`config.mk`:
```
export PLATFORM = sky130hd
export DESIGN_NAME = hid_boot_kbd_to_set1_scancodes
export DESIGN_NICKNAME = d
export VERILOG_FILES = /design/src/rtl/core/hbk_pkg.sv /design/src/rtl/core/hid_boot_kbd_to_set1_scancodes.sv
export SDC_FILE = /design/constraint.sdc
export NUM_CORES = 1
export LEC_CHECK = 0
export ABC_CLOCK_PERIOD_IN_PS = 13700
export BUFFER_PORTS_ARGS = -buffer_cell sky130_fd_sc_hd__buf_4
export CAP_MARGIN = 20
export CORE_MARGIN = 4
export CORE_UTILIZATION = 55
export CTS_BUF_LIST = sky130_fd_sc_hd__clkbuf_8 sky130_fd_sc_hd__clkbuf_16
export DETAILED_ROUTE_END_ITERATION = 7
export MAX_ROUTING_LAYER = met4
export PLACE_DENSITY = 0.7
export SLEW_MARGIN = 20
export SYNTH_ARGS = -nofsm -noshare
export SYNTH_HDL_FRONTEND = slang
export SYNTH_SLANG_ARGS = --single-unit
```
`constraint.sdc`:
```
create_clock -name clk -period 13.7 [get_ports clk]
set_input_delay 2.055 -clock clk [delete_from_list [all_inputs] [get_ports clk]]
set_output_delay 2.055 -clock clk [all_outputs]
set_load 0.01 [all_outputs]
```
`src/rtl/core/hbk_pkg.sv`:
```
package hbk_pkg;

  localparam int INPUT_SLOTS = 6;
  localparam int MOD_COUNT = 8;

  localparam logic [7:0] MOD_BASE = 8'hE0;
  localparam logic [7:0] BREAK_BIT = 8'h80;
  localparam logic [7:0] PHANTOM_USAGE = 8'h01;
  localparam logic [7:0] EMPTY_USAGE = 8'h00;

  // One scancode event as it leaves the block.
  typedef struct packed {
    logic       ext;
    logic [7:0] code;
  } evt_t;

  // Usage to set-1 translation. Bit 8 is the E0-prefix flag, bits 7..0 the
  // make code. An all-zero entry means the usage has no scancode.
  function automatic logic [8:0] usage_rom(input logic [7:0] usage);
    logic [8:0] r;
    r = 9'h000;
    case (usage)
      8'h04: r = 9'h01E;  8'h05: r = 9'h030;  8'h06: r = 9'h02E;  8'h07: r = 9'h020;
      8'h08: r = 9'h012;  8'h09: r = 9'h021;  8'h0A: r = 9'h022;  8'h0B: r = 9'h023;
      8'h0C: r = 9'h017;  8'h0D: r = 9'h024;  8'h0E: r = 9'h025;  8'h0F: r = 9'h026;
      8'h10: r = 9'h032;  8'h11: r = 9'h031;  8'h12: r = 9'h018;  8'h13: r = 9'h019;
      8'h14: r = 9'h010;  8'h15: r = 9'h013;  8'h16: r = 9'h01F;  8'h17: r = 9'h014;
      8'h18: r = 9'h016;  8'h19: r = 9'h02F;  8'h1A: r = 9'h011;  8'h1B: r = 9'h02D;
      8'h1C: r = 9'h015;  8'h1D: r = 9'h02C;
      8'h1E: r = 9'h002;  8'h1F: r = 9'h003;  8'h20: r = 9'h004;  8'h21: r = 9'h005;
      8'h22: r = 9'h006;  8'h23: r = 9'h007;  8'h24: r = 9'h008;  8'h25: r = 9'h009;
      8'h26: r = 9'h00A;  8'h27: r = 9'h00B;
      8'h28: r = 9'h01C;  8'h29: r = 9'h001;  8'h2A: r = 9'h00E;  8'h2B: r = 9'h00F;
      8'h2C: r = 9'h039;  8'h2D: r = 9'h00C;  8'h2E: r = 9'h00D;  8'h2F: r = 9'h01A;
      8'h30: r = 9'h01B;  8'h31: r = 9'h02B;
      8'h33: r = 9'h027;  8'h34: r = 9'h028;  8'h35: r = 9'h029;  8'h36: r = 9'h033;
      8'h37: r = 9'h034;  8'h38: r = 9'h035;  8'h39: r = 9'h03A;  8'h3A: r = 9'h03B;
      8'h3B: r = 9'h03C;  8'h3C: r = 9'h03D;  8'h3D: r = 9'h03E;  8'h3E: r = 9'h03F;
      8'h3F: r = 9'h040;  8'h40: r = 9'h041;  8'h41: r = 9'h042;  8'h42: r = 9'h043;
      8'h43: r = 9'h044;  8'h44: r = 9'h057;  8'h45: r = 9'h058;
      8'h46: r = 9'h137;  8'h47: r = 9'h046;
      8'h49: r = 9'h152;  8'h4A: r = 9'h147;  8'h4B: r = 9'h149;  8'h4C: r = 9'h153;
      8'h4D: r = 9'h14F;  8'h4E: r = 9'h151;  8'h4F: r = 9'h14D;  8'h50: r = 9'h14B;
      8'h51: r = 9'h150;  8'h52: r = 9'h148;
      8'h53: r = 9'h045;  8'h54: r = 9'h135;  8'h55: r = 9'h037;  8'h56: r = 9'h04A;
      8'h57: r = 9'h04E;  8'h58: r = 9'h11C;  8'h59: r = 9'h04F;  8'h5A: r = 9'h050;
      8'h5B: r = 9'h051;  8'h5C: r = 9'h04B;  8'h5D: r = 9'h04C;  8'h5E: r = 9'h04D;
      8'h5F: r = 9'h047;  8'h60: r = 9'h048;  8'h61: r = 9'h049;  8'h62: r = 9'h052;
      8'h63: r = 9'h053;
      8'hE0: r = 9'h01D;  8'hE1: r = 9'h02A;  8'hE2: r = 9'h038;  8'hE3: r = 9'h15B;
      8'hE4: r = 9'h11D;  8'hE5: r = 9'h036;  8'hE6: r = 9'h138;  8'hE7: r = 9'h15C;
      default: r = 9'h000;
    endcase
    return r;
  endfunction

endpackage

```
`src/rtl/core/hid_boot_kbd_to_set1_scancodes.sv`:
```
// Boot-keyboard report to AT set-1 scancode translator.
// The input channel carries one boot-protocol keyboard report per transfer: a
// report-valid flag, the modifier byte and six key slots. The output channel
// carries one scancode event per transfer: the E0-prefix flag, the set-1 code
// with bit 7 set on a release, and a flag that marks the last event of a report.
// Events of one report come out as modifier changes (bit 0 first), then makes of
// newly pressed keys in slot order, then breaks of released keys in old slot order.
// An invalid report or an ErrorRollOver report is taken and dropped.
// Any other report is taken and in_stall rises while it is worked on. The previous
// keys live in a small synchronous memory that is first read into a working copy,
// one entry a cycle, and then rewritten with the new keys during the event scan.
// With S used slots, a report runs the memory load, then the scan over 8 + 2*S
// candidates, one candidate a cycle while no event waits on a stalled output,
// and last hands the held-back event to the output register, if there is one.
// A stall on the output holds the event register and pauses the scan; nothing
// is lost. A new report is taken once the last event has moved into the output
// register, even while it still waits there.
// Reset clears the previous modifiers and marks every memory entry unwritten, so
// the stored keys read as empty; no clearing pass is needed.
module hid_boot_kbd_to_set1_scancodes
  import hbk_pkg::*;
#(
  parameter int KEY_SLOTS = 6
) (
  input  logic       clk,
  input  logic       rst_n,
  input  logic       in_valid,
  output logic       in_stall,
  input  logic       in_report_valid,
  input  logic [7:0] in_modifier_bits,
  input  logic [7:0] in_key_slot_0,
  input  logic [7:0] in_key_slot_1,
  input  logic [7:0] in_key_slot_2,
  input  logic [7:0] in_key_slot_3,
  input  logic [7:0] in_key_slot_4,
  input  logic [7:0] in_key_slot_5,
  output logic       out_valid,
  input  logic       out_stall,
  output logic       out_extended_prefix,
  output logic [7:0] out_scan_byte,
  output logic       out_last_event
);

  localparam int UsedSlots = (KEY_SLOTS < INPUT_SLOTS) ? KEY_SLOTS : INPUT_SLOTS;
  localparam int StoreSlots = KEY_SLOTS;
  localparam int AW = (StoreSlots > 1) ? $clog2(StoreSlots) : 1;
  localparam int SIW = (UsedSlots > 1) ? $clog2(UsedSlots) : 1;
  localparam int LW = $clog2(UsedSlots + 1);
  localparam int CandN = MOD_COUNT + 2 * UsedSlots;
  localparam int CIW = $clog2(CandN + 1);

  localparam logic [CIW-1:0] MOD_END = CIW'(MOD_COUNT);
  localparam logic [CIW-1:0] MAKE_END = CIW'(MOD_COUNT + UsedSlots);
  localparam logic [CIW-1:0] CAND_END = CIW'(CandN);
  localparam logic [CIW-1:0] SLOT_END = CIW'(UsedSlots);
  localparam logic [LW-1:0] LOAD_END = LW'(UsedSlots);

  typedef enum logic [1:0] {
    S_IDLE,
    S_LOAD,
    S_EMIT
  } state_t;

  state_t         state_r;
  logic [LW-1:0]  ld_r;
  logic [CIW-1:0] cand_r;
  logic [7:0]     mods_r;
  logic [7:0]     diff_r;
  logic [7:0]     prev_mods_r;
  logic [7:0]     now_r [UsedSlots];
  logic [7:0]     old_r [UsedSlots];
  logic           pend_v_r;
  evt_t           pend_r;
  logic           out_valid_r;
  evt_t           out_evt_r;
  logic           out_last_r;

  // Previous-key store with one written flag per entry.
  logic [7:0]     mem [StoreSlots];
  logic           vld_r [StoreSlots];
  logic [7:0]     rd_data_r;
  logic           rd_vld_r;
  logic           mem_we;
  logic [AW-1:0]  mem_waddr;
  logic [AW-1:0]  mem_raddr;
  logic [7:0]     mem_wdata;

  logic [7:0]     in_keys [INPUT_SLOTS];
  logic           phantom;
  logic           start;
  logic           out_free;
  logic           out_load;

  logic [2:0]     mod_bit;
  logic [SIW-1:0] slot;
  logic [7:0]     cand_usage;
  logic           cand_make;
  logic           cand_en;
  logic           held_old;
  logic           held_new;
  logic [8:0]     rom_word;
  logic           ev;
  evt_t           cur_evt;

  assign in_keys[0] = in_key_slot_0;
  assign in_keys[1] = in_key_slot_1;
  assign in_keys[2] = in_key_slot_2;
  assign in_keys[3] = in_key_slot_3;
  assign in_keys[4] = in_key_slot_4;
  assign in_keys[5] = in_key_slot_5;

  // A report whose used slots all carry ErrorRollOver is a phantom and is dropped.
  always_comb begin
    phantom = 1'b1;
    for (int i = 0; i < UsedSlots; i++) begin
      if (in_keys[i] != PHANTOM_USAGE) begin
        phantom = 1'b0;
      end
    end
  end

  assign in_stall = (state_r != S_IDLE);
  assign start = in_valid && !in_stall && in_report_valid && !phantom;
  assign out_free = !out_valid_r || !out_stall;

  // The held-back event moves to the output register when the scan finds the
  // next event or runs out, and the register is free to take it.
  assign out_load = (state_r == S_EMIT) && pend_v_r && out_free &&
                    ((cand_r == CAND_END) || ev);

  // Memory port control: reads during the load, writes during the first
  // candidates of the scan, when the working copy already holds the old keys.
  always_comb begin
    mem_raddr = (ld_r < LOAD_END) ? AW'(ld_r) : '0;
    mem_we = (state_r == S_EMIT) && (cand_r < SLOT_END);
    mem_waddr = AW'(cand_r);
    mem_wdata = EMPTY_USAGE;
    for (int j = 0; j < UsedSlots; j++) begin
      if (cand_r == CIW'(j)) begin
        mem_wdata = now_r[j];
      end
    end
  end

  always_ff @(posedge clk) begin
    if (mem_we) begin
      mem[mem_waddr] <= mem_wdata;
    end
    rd_data_r <= mem[mem_raddr];
    rd_vld_r <= vld_r[mem_raddr];
  end

  // Candidate decode: the scan index picks a modifier bit, a new slot or an
  // old slot, and decides whether it gives an event.
  always_comb begin
    mod_bit = cand_r[2:0];
    slot = '0;
    cand_usage = EMPTY_USAGE;
    cand_make = 1'b1;
    cand_en = 1'b0;
    held_old = 1'b0;
    held_new = 1'b0;
    if (cand_r < MOD_END) begin
      cand_usage = MOD_BASE | {5'd0, mod_bit};
      cand_make = mods_r[mod_bit];
      cand_en = diff_r[mod_bit];
    end else if (cand_r < MAKE_END) begin
      slot = SIW'(cand_r - MOD_END);
      for (int j = 0; j < UsedSlots; j++) begin
        if (slot == SIW'(j)) begin
          cand_usage = now_r[j];
        end
      end
      for (int j = 0; j < UsedSlots; j++) begin
        if (old_r[j] == cand_usage) begin
          held_old = 1'b1;
        end
      end
      cand_en = (cand_usage != EMPTY_USAGE) && !held_old;
    end else if (cand_r < CAND_END) begin
      slot = SIW'(cand_r - MAKE_END);
      cand_make = 1'b0;
      for (int j = 0; j < UsedSlots; j++) begin
        if (slot == SIW'(j)) begin
          cand_usage = old_r[j];
        end
      end
      for (int j = 0; j < UsedSlots; j++) begin
        if (now_r[j] == cand_usage) begin
          held_new = 1'b1;
        end
      end
      cand_en = (cand_usage != EMPTY_USAGE) && !held_new;
    end
    rom_word = usage_rom(cand_usage);
    ev = cand_en && (rom_word != 9'h000);
    cur_evt.ext = rom_word[8];
    cur_evt.code = cand_make ? rom_word[7:0] : (rom_word[7:0] | BREAK_BIT);
  end

  // Sequencer. One event is held back in pend_r so that the last one of a
  // report can be flagged once the scan has run out.
  always_ff @(posedge clk) begin
    if (!rst_n) begin
      state_r <= S_IDLE;
      pend_v_r <= 1'b0;
      out_valid_r <= 1'b0;
      prev_mods_r <= 8'h00;
      for (int j = 0; j < StoreSlots; j++) begin
        vld_r[j] <= 1'b0;
      end
    end else begin
      if (out_load) begin
        out_valid_r <= 1'b1;
      end else if (!out_stall) begin
        out_valid_r <= 1'b0;
      end
      if (mem_we) begin
        vld_r[mem_waddr] <= 1'b1;
      end
      case (state_r)
        S_IDLE: begin
          if (start) begin
            mods_r <= in_modifier_bits;
            diff_r <= in_modifier_bits ^ prev_mods_r;
            prev_mods_r <= in_modifier_bits;
            for (int j = 0; j < UsedSlots; j++) begin
              now_r[j] <= in_keys[j];
            end
            ld_r <= '0;
            state_r <= S_LOAD;
          end
        end
        S_LOAD: begin
          for (int j = 0; j < UsedSlots; j++) begin
            if (ld_r == LW'(j + 1)) begin
              old_r[j] <= rd_vld_r ? rd_data_r : EMPTY_USAGE;
            end
          end
          if (ld_r == LOAD_END) begin
            cand_r <= '0;
            state_r <= S_EMIT;
          end else begin
            ld_r <= ld_r + LW'(1);
          end
        end
        S_EMIT: begin
          if (cand_r != CAND_END) begin
            if (ev) begin
              if (!pend_v_r) begin
                pend_r <= cur_evt;
                pend_v_r <= 1'b1;
                cand_r <= cand_r + CIW'(1);
              end else if (out_free) begin
                out_evt_r <= pend_r;
                out_last_r <= 1'b0;
                pend_r <= cur_evt;
                cand_r <= cand_r + CIW'(1);
              end
            end else begin
              cand_r <= cand_r + CIW'(1);
            end
          end else if (pend_v_r) begin
            if (out_free) begin
              out_evt_r <= pend_r;
              out_last_r <= 1'b1;
              pend_v_r <= 1'b0;
              state_r <= S_IDLE;
            end
          end else begin
            state_r <= S_IDLE;
          end
        end
        default: begin
          state_r <= S_IDLE;
        end
      endcase
    end
  end

  assign out_valid = out_valid_r;
  assign out_extended_prefix = out_evt_r.ext;
  assign out_scan_byte = out_evt_r.code;
  assign out_last_event = out_last_r;

endmodule

```
**Yosys cells after proc, flatten, opt, wreduce, memory -nomap -nowiden**

Memories as Yosys holds them, arrays and structs flattened. A register that Yosys moved wholly into a read port is not among the register bits.
Cells that the tools add are included.

- Memories: 5
- RAM bits: 150
- Input bits: 61
- Bits in latches: 0
- Bits in registers: 55
- Output and inout bits: 12
- Word-level logic and storage cells: 275
- ROM bits: 2048

Memories:

| name | words | width | read ports | clocked after Yosys merged registers in | write ports | line | source |
|---|---|---|---|---|---|---|---|
| (name not given) | 256 | 8 | 1 | 0 | 0 | hbk_pkg.sv:22 | `case (usage)` |
| mem | 6 | 8 | 1 | 1 | 1 | hid_boot_kbd_to_set1_scancodes.sv:79 | `logic [7:0] mem [StoreSlots];` |
| now_r | 6 | 8 | 6 | 0 | 6 | hid_boot_kbd_to_set1_scancodes.sv:70 | `logic [7:0] now_r [UsedSlots];` |
| old_r | 6 | 8 | 6 | 0 | 1 | hid_boot_kbd_to_set1_scancodes.sv:71 | `logic [7:0] old_r [UsedSlots];` |
| vld_r | 6 | 1 | 1 | 1 | 6 | hid_boot_kbd_to_set1_scancodes.sv:80 | `logic vld_r [StoreSlots];` |

- Mux-type cells: 146
- Bitwise logic cells: 1
- Reduce and logical (&&, ||, !) cells: 45
- $add $sub $neg: 4
- Shift-type cells: 0
- Multiply operators: 0
- Div/mod/pow operators: 0
- Order comparisons: 6
- Equality and inequality tests: 55

Operator list:

| operator | count |
|---|---|
| $mux 8 | 33 |
| $eq 8x8->1 | 12 |
| $mux 1 | 83 |
| $mux 9 | 6 |
| $ne 8x1->1 const B | 6 |
| $reduce_or 8->1 | 5 |
| $mux 3 | 9 |
| $mux 5 | 5 |
| $eq 3x3->1 const B | 7 |
| $eq 3x2->1 const B | 6 |
| $reduce_bool 8->1 | 2 |
| $ne 2x2->1 const B | 7 |
| $eq 5x2->1 const B | 2 |
| $eq 5x3->1 const B | 2 |
| $logic_and 1x1->1 | 10 |
| $lt 5x4->1 const B | 2 |
| $mux 2 | 5 |
| $pmux 5 s2 | 1 |
| $reduce_and 5->1 | 2 |
| $reduce_bool 2->1 | 5 |
| $eq 3x1->1 const B | 3 |
| $reduce_bool 9->1 | 1 |
| $reduce_and 4->1 | 2 |
| $xor 8x8->8 | 1 |
| 28 further kinds | 40 |

**Depth between registers and ports, before layout**

- Word-level depth: 30
- Depth in mapped cells: 22
- Gate-level depth less buffers: 17

**Worst setup path after synthesis**

OpenSTA, ideal clock, no wires.

- Path kind: reg-to-reg
- Start point: register cand_r[2]
- End point: register pend_r[0] (netlist bit) (enable)
- Period minus slack after synthesis: 5573 ps
- Required time: 13301 ps
- Arrival time: 5174 ps
- Slack: 8127 ps
- Buffers on the path: 4
- Stages on the path, launching flop included: 21
- Setup time: 399 ps
- Cell sequence: edfxtp_1 -> buf_2 -> inv_1 -> clkbuf_1 -> ha_1 -> buf_2 -> a221oi_1 -> a22oi_1 -> nor3_1 -> or2_0 -> buf_2 -> inv_2 -> ha_1 -> a21oi_1 -> mux2i_1 -> o41a_1 -> a41o_1 -> a31oi_1 -> nor4_2 -> a31o_2 -> nor4_1

- Word-level cells in the longest chain between the ends: 28
- Elaborated cells on any way between the ends: 82
- Those cells by class: add/sub: 2; order compare: 3; eq/ne: 23; mux: 42; reduce/logical: 11; memory: 1

Ends and longest elaborated chain:

| element | line | source |
|---|---|---|
| from (decl) | hid_boot_kbd_to_set1_scancodes.sv:66 | `logic [CIW-1:0] cand_r;` |
| from (signal assigned) | hid_boot_kbd_to_set1_scancodes.sv:253 | `cand_r <= cand_r + CIW'(1);` |
| from (signal assigned) | hid_boot_kbd_to_set1_scancodes.sv:258 | `cand_r <= cand_r + CIW'(1);` |
| from (signal assigned) | hid_boot_kbd_to_set1_scancodes.sv:261 | `cand_r <= cand_r + CIW'(1);` |
| $sub 3x3->3 | hid_boot_kbd_to_set1_scancodes.sv:181 | `slot = SIW'(cand_r - MAKE_END);` |
| $logic_not 3->1 | hid_boot_kbd_to_set1_scancodes.sv:184 | `if (slot == SIW'(j)) begin` |
| $mux 8 (6 in series) | hid_boot_kbd_to_set1_scancodes.sv:184 |  |
| $mux 8 | hid_boot_kbd_to_set1_scancodes.sv:180 | `end else if (cand_r < CAND_END) begin` |
| $mux 8 | hid_boot_kbd_to_set1_scancodes.sv:167 | `end else if (cand_r < MAKE_END) begin` |
| $mux 8 | hid_boot_kbd_to_set1_scancodes.sv:163 | `if (cand_r < MOD_END) begin` |
| $eq 8x8->1 | hid_boot_kbd_to_set1_scancodes.sv:189 | `if (now_r[j] == cand_usage) begin` |
| $mux 1 (6 in series) | hid_boot_kbd_to_set1_scancodes.sv:189 |  |
| [... 2 more ...] | n/a |  |
| $mux 1 | hid_boot_kbd_to_set1_scancodes.sv:163 |  |
| $logic_not 1->1 | hid_boot_kbd_to_set1_scancodes.sv:193 | `cand_en = (cand_usage != EMPTY_USAGE) && !held_new;` |
| $logic_and 1x1->1 | hid_boot_kbd_to_set1_scancodes.sv:193 |  |
| $mux 1 | hid_boot_kbd_to_set1_scancodes.sv:180 |  |
| $mux 1 | hid_boot_kbd_to_set1_scancodes.sv:167 |  |
| $mux 1 | hid_boot_kbd_to_set1_scancodes.sv:163 |  |
| $logic_and 1x1->1 | hid_boot_kbd_to_set1_scancodes.sv:196 | `ev = cand_en && (rom_word != 9'h000);` |
| $reduce_and 5->1 (no line) (*) | n/a |  |
| to (signal assigned) | hid_boot_kbd_to_set1_scancodes.sv:251 | `pend_r <= cur_evt;` |
| to (signal assigned) | hid_boot_kbd_to_set1_scancodes.sv:257 | `pend_r <= cur_evt;` |
| to (decl) | hid_boot_kbd_to_set1_scancodes.sv:73 | `evt_t pend_r;` |

Mark *: on every way between the ends. The rest lies on a longest branch, timed or not. The select of a mux whose other input is x is not followed.
A chain may end at the register's enable or synchronous reset.

**Worst setup path in the final report**

- Start point: register cand_r[1]
- End point: register pend_r[6] (netlist bit) (enable)

Same word-level chain as after synthesis.

==> results.toml <==
[yosys]
yosys_warnings = 0
yosysUniqueCellTypes = 80
synth_compound_area_frac = 0.138
synthXorXnorAreaFrac = 0.0768
avgSynthCellArea_um2 = 11.5
ys_ff_latch = 214
synth_edf_count = 188
synthArstFlopShare = 0
syn_area_um2 = 12000
syn-num-nets = 1132
yosysSeqAreaShare = 0.515
synthFlopType = "edfxtp_1"
synthSimpleGateAreaFrac = 0.141
synthAdderAreaFrac = 0.0314
synth_mux_area_frac = 0.0623
synth_top_family_by_area = "simple AND/OR/NAND/NOR gates"
synth_cells = 1041

[critical_path]
worstSetupEndpointType = "flop"
cp_data_arrival_time_ps = 6880
cp_cell_sequence = "inv_1 -> ha_1 -> buf_4 -> nor2b_1 -> a221oi_1 -> a22oi_1 -> nor3_1 -> or2_0 -> inv_2 -> ha_1 -> a21oi_1 -> mux2i_1 -> o41a_1 -> a41o_1 -> a31oi_1 -> nor4_2 -> a31o_2 -> nor4_2"
reg2regPathDepth = 18
path_max_fanout = 45
rr_startpoint = "cand_r[1]"
worstPathRequired_ps = 13840
cp_top_family = "simple AND/OR/NAND/NOR gates"
cp_slowest_stage_delay_ps = 890
r2r-end = "pend_r[6]"
crit_type = "reg2reg"
crit_path_start_kind = "flop"
path_buf_inv = 3
cp_slowest_cell = "nor4_2"
r2r_slack_ps = 6960
crit_cells = 18

[floorplanning]
rows = 53
core_area_um2 = 21200
die_w_um = 156
die_area_um2 = 24200
initial_utilization = 0.564
io_pins = 73
die_h_um = 156

[routing]
routedWlPerCell_um = 23.5
drt_first_pass_iters = 6
vias = 8970
drtAntennaViolNets = 0
drc = 0
drtIter0Drc = 927
drt_wl_total_mm = 32.6
viasPerCell = 6.47

[power_and_ir_drop]
peakVddDrop_mv = 0.170
intPower_mw = 1.06
seq_power_share = 0.537
pwr-share-comb = 0.059
switchingPower_mw = 0.295
p_sw_frac = 0.218
powerDensity_nw_per_um2 = 101
p_clk_frac = 0.404
p_leak_nw = 4.71

[timing]
slew_headroom = 0.272
max_freq_ghz = 0.148
totalNegativeSetupSlack_ps = 0
hold_violations = 0
final.min_clock_period_ps = 6740
skew_ps = 12.2
finalMaxSlewViolations = 0
setup_ws_ps = 6960
setup_viol = 0
rsz0062_at_grt = "no"
tightest_slew_ps = 1080
period_share = 0.492

[final_layout]
design_area_um2 = 13400
fin_nets = 1186
mostFrequentLayoutCell = "edfxtp_1"
fin_util = 0.630
final_cell_mix = "edfxtp_1 (188), buf_4 (93), xnor2_1 (68), nor2_1 (66), nand2_1 (63)"
syn_to_final_growth_pct = 11.7
layout-drive-gt1-share = 0.177

[grt]
grt_max_degree = 49
grt_pass1_wl_mm = 50.6
grt_pass1_vias = 8832
track_usage = 0.275
antenna_found_initial = 1
grt-ovfl-total = 0

[clock_tree]
cts_max_path_buffers = 3
clk_latency_ps = 530
cts_tree = "done"
clkTransAtPathRegs_ps = 60
cts.sinks = 214
root_buffer = "clkbuf_16"
ctsHoldBuffers = 0
numCtsBuffers = 22
post_cts_resized = 0
post-cts-setup-buffers = 0
htree_num_levels = 1

[place]
placed_area_um2 = 12700
routabilityCongestion = 0.989
post-place-ws_ps = 7160
port_buffers = 72
dp.final_hpwl_mm = 23.2

[hold_path]
hold_depth = 0
hp-class = "reg2reg"
hp-start = "pend_r[3]"
min_to = "out_scan_byte[3]"

[outcome]
outcome = "finished, final reports clean"

[flow_run]
max-cap-violations = 0
==> cell usage after synthesis, types with 6 or more instances <==
cell	count	area (µm²)
edfxtp_1	188	5650
nor2_1	68	255
xnor2_1	68	596
nand2_1	63	236
a21oi_1	57	285
xor2_1	37	324
ha_1	30	375
nor3_1	29	145
o21ai_0	29	145
nand3_1	28	140
dfxtp_1	26	521
mux2_2	26	293
buf_2	25	125
clkbuf_1	21	78.8
inv_1	20	75.1
nor4_1	19	119
and2_1	18	113
nand3b_1	17	128
mux2i_1	16	160
a31oi_1	15	93.8
a211oi_1	13	97.6
a221oi_1	13	114
mux4_2	13	293
nor2b_1	13	81.3
nand4_1	12	75.1
nand2b_1	10	62.6
o211ai_1	10	75.1
and3_1	9	56.3
o22ai_1	9	56.3
o22a_1	7	61.3
or2_2	7	43.8
buf_1	6	22.5
buf_4	6	45.0
nor4b_1	6	52.6
o221ai_1	6	52.6
o31ai_1	6	45.0
==> cells by family (layout without fill, tap and decap cells) <==
group                    count (synthesis)  after routing
AO/OA/AOI/OAI                          229            229
XOR/XNOR                               105            105
other                                    0              1
multiplexers                            55             55
AND/OR/NAND/NOR                        321            321
adder cells (fa/ha/maj)                 30             30
buffers and inverters                   87            157
flip-flops                             214            214
==> layer usage <==
metal  GRT usage  vias to the layer above  wire [µm]
li1            -                     4064          -
met1       0.370                     4333      13800
met2       0.431                      479      15300
met3      0.0481                       94       2470
met4      0.0813                        0        996
met5           -                        -          0
==> cell type report <==
| class | count | area (µm²) |
|---|---|---|
| Clock inverter | 16 | 90.1 |
| Fill cell | 1698 | 7850 |
| Clock buffer | 24 | 578 |
| Tap cell | 275 | 344 |
| Inverter | 24 | 90.1 |
| Sequential cell | 214 | 6170 |
| Multi-Input combinational cell | 740 | 5410 |
| Timing Repair Buffer | 93 | 698 |
| Antenna cell | 1 | 2.50 |
==> power groups by stage <==
| stage | registers [mW] | clock network [mW] | logic, mW |
|---|---|---|---|
| after CTS | 0.727 | 0.556 | 0.0790 |
| after global placement | 0.741 | 0 | 0.0780 |
| final | 0.727 | 0.547 | 0.0796 |
| after floorplan | 0.737 | 0 | 0.0487 |
| after detailed placement | 0.741 | 0 | 0.0783 |
| after global routing | 0.728 | 0.584 | 0.0867 |
==> worst max-delay path by stage <==
stage | startpoint | to | slack (ps)
final | cand_r[1] | pend_r[6] | 6960
after global routing | cand_r[1] | pend_r[3] | 6570
after CTS | cand_r[1] | pend_r[6] | 7130
after detailed placement | cand_r[1] | pend_r[6] | 7160
after global placement | cand_r[1] | pend_r[8] | 7180
after floorplan | cand_r[2] | pend_r[0] | 8130
==> through the flow <==
stage	hold slack (ps)	total power, mW	instances
floorplan	400	0.785	1041
detailed placement	411	0.819	1346
CTS	426	1.36	1386
finish	423	1.35	1387
global route	429	1.40	1387
global placement	404	0.819	1345
==> flip-flops by register name, indices dropped and copies added (netlist names), 2 cells and up <==
signal / cells
mem: 48
now_r: 48
old_r: 48
pend_r: 9
diff_r: 8
mods_r: 8
out_scan_byte: 8
prev_mods_r: 8
rd_data_r: 8
vld_r: 6
cand_r: 5
ld_r: 3
state_r: 2
Note: power is estimated with default switching activity, not from simulation.
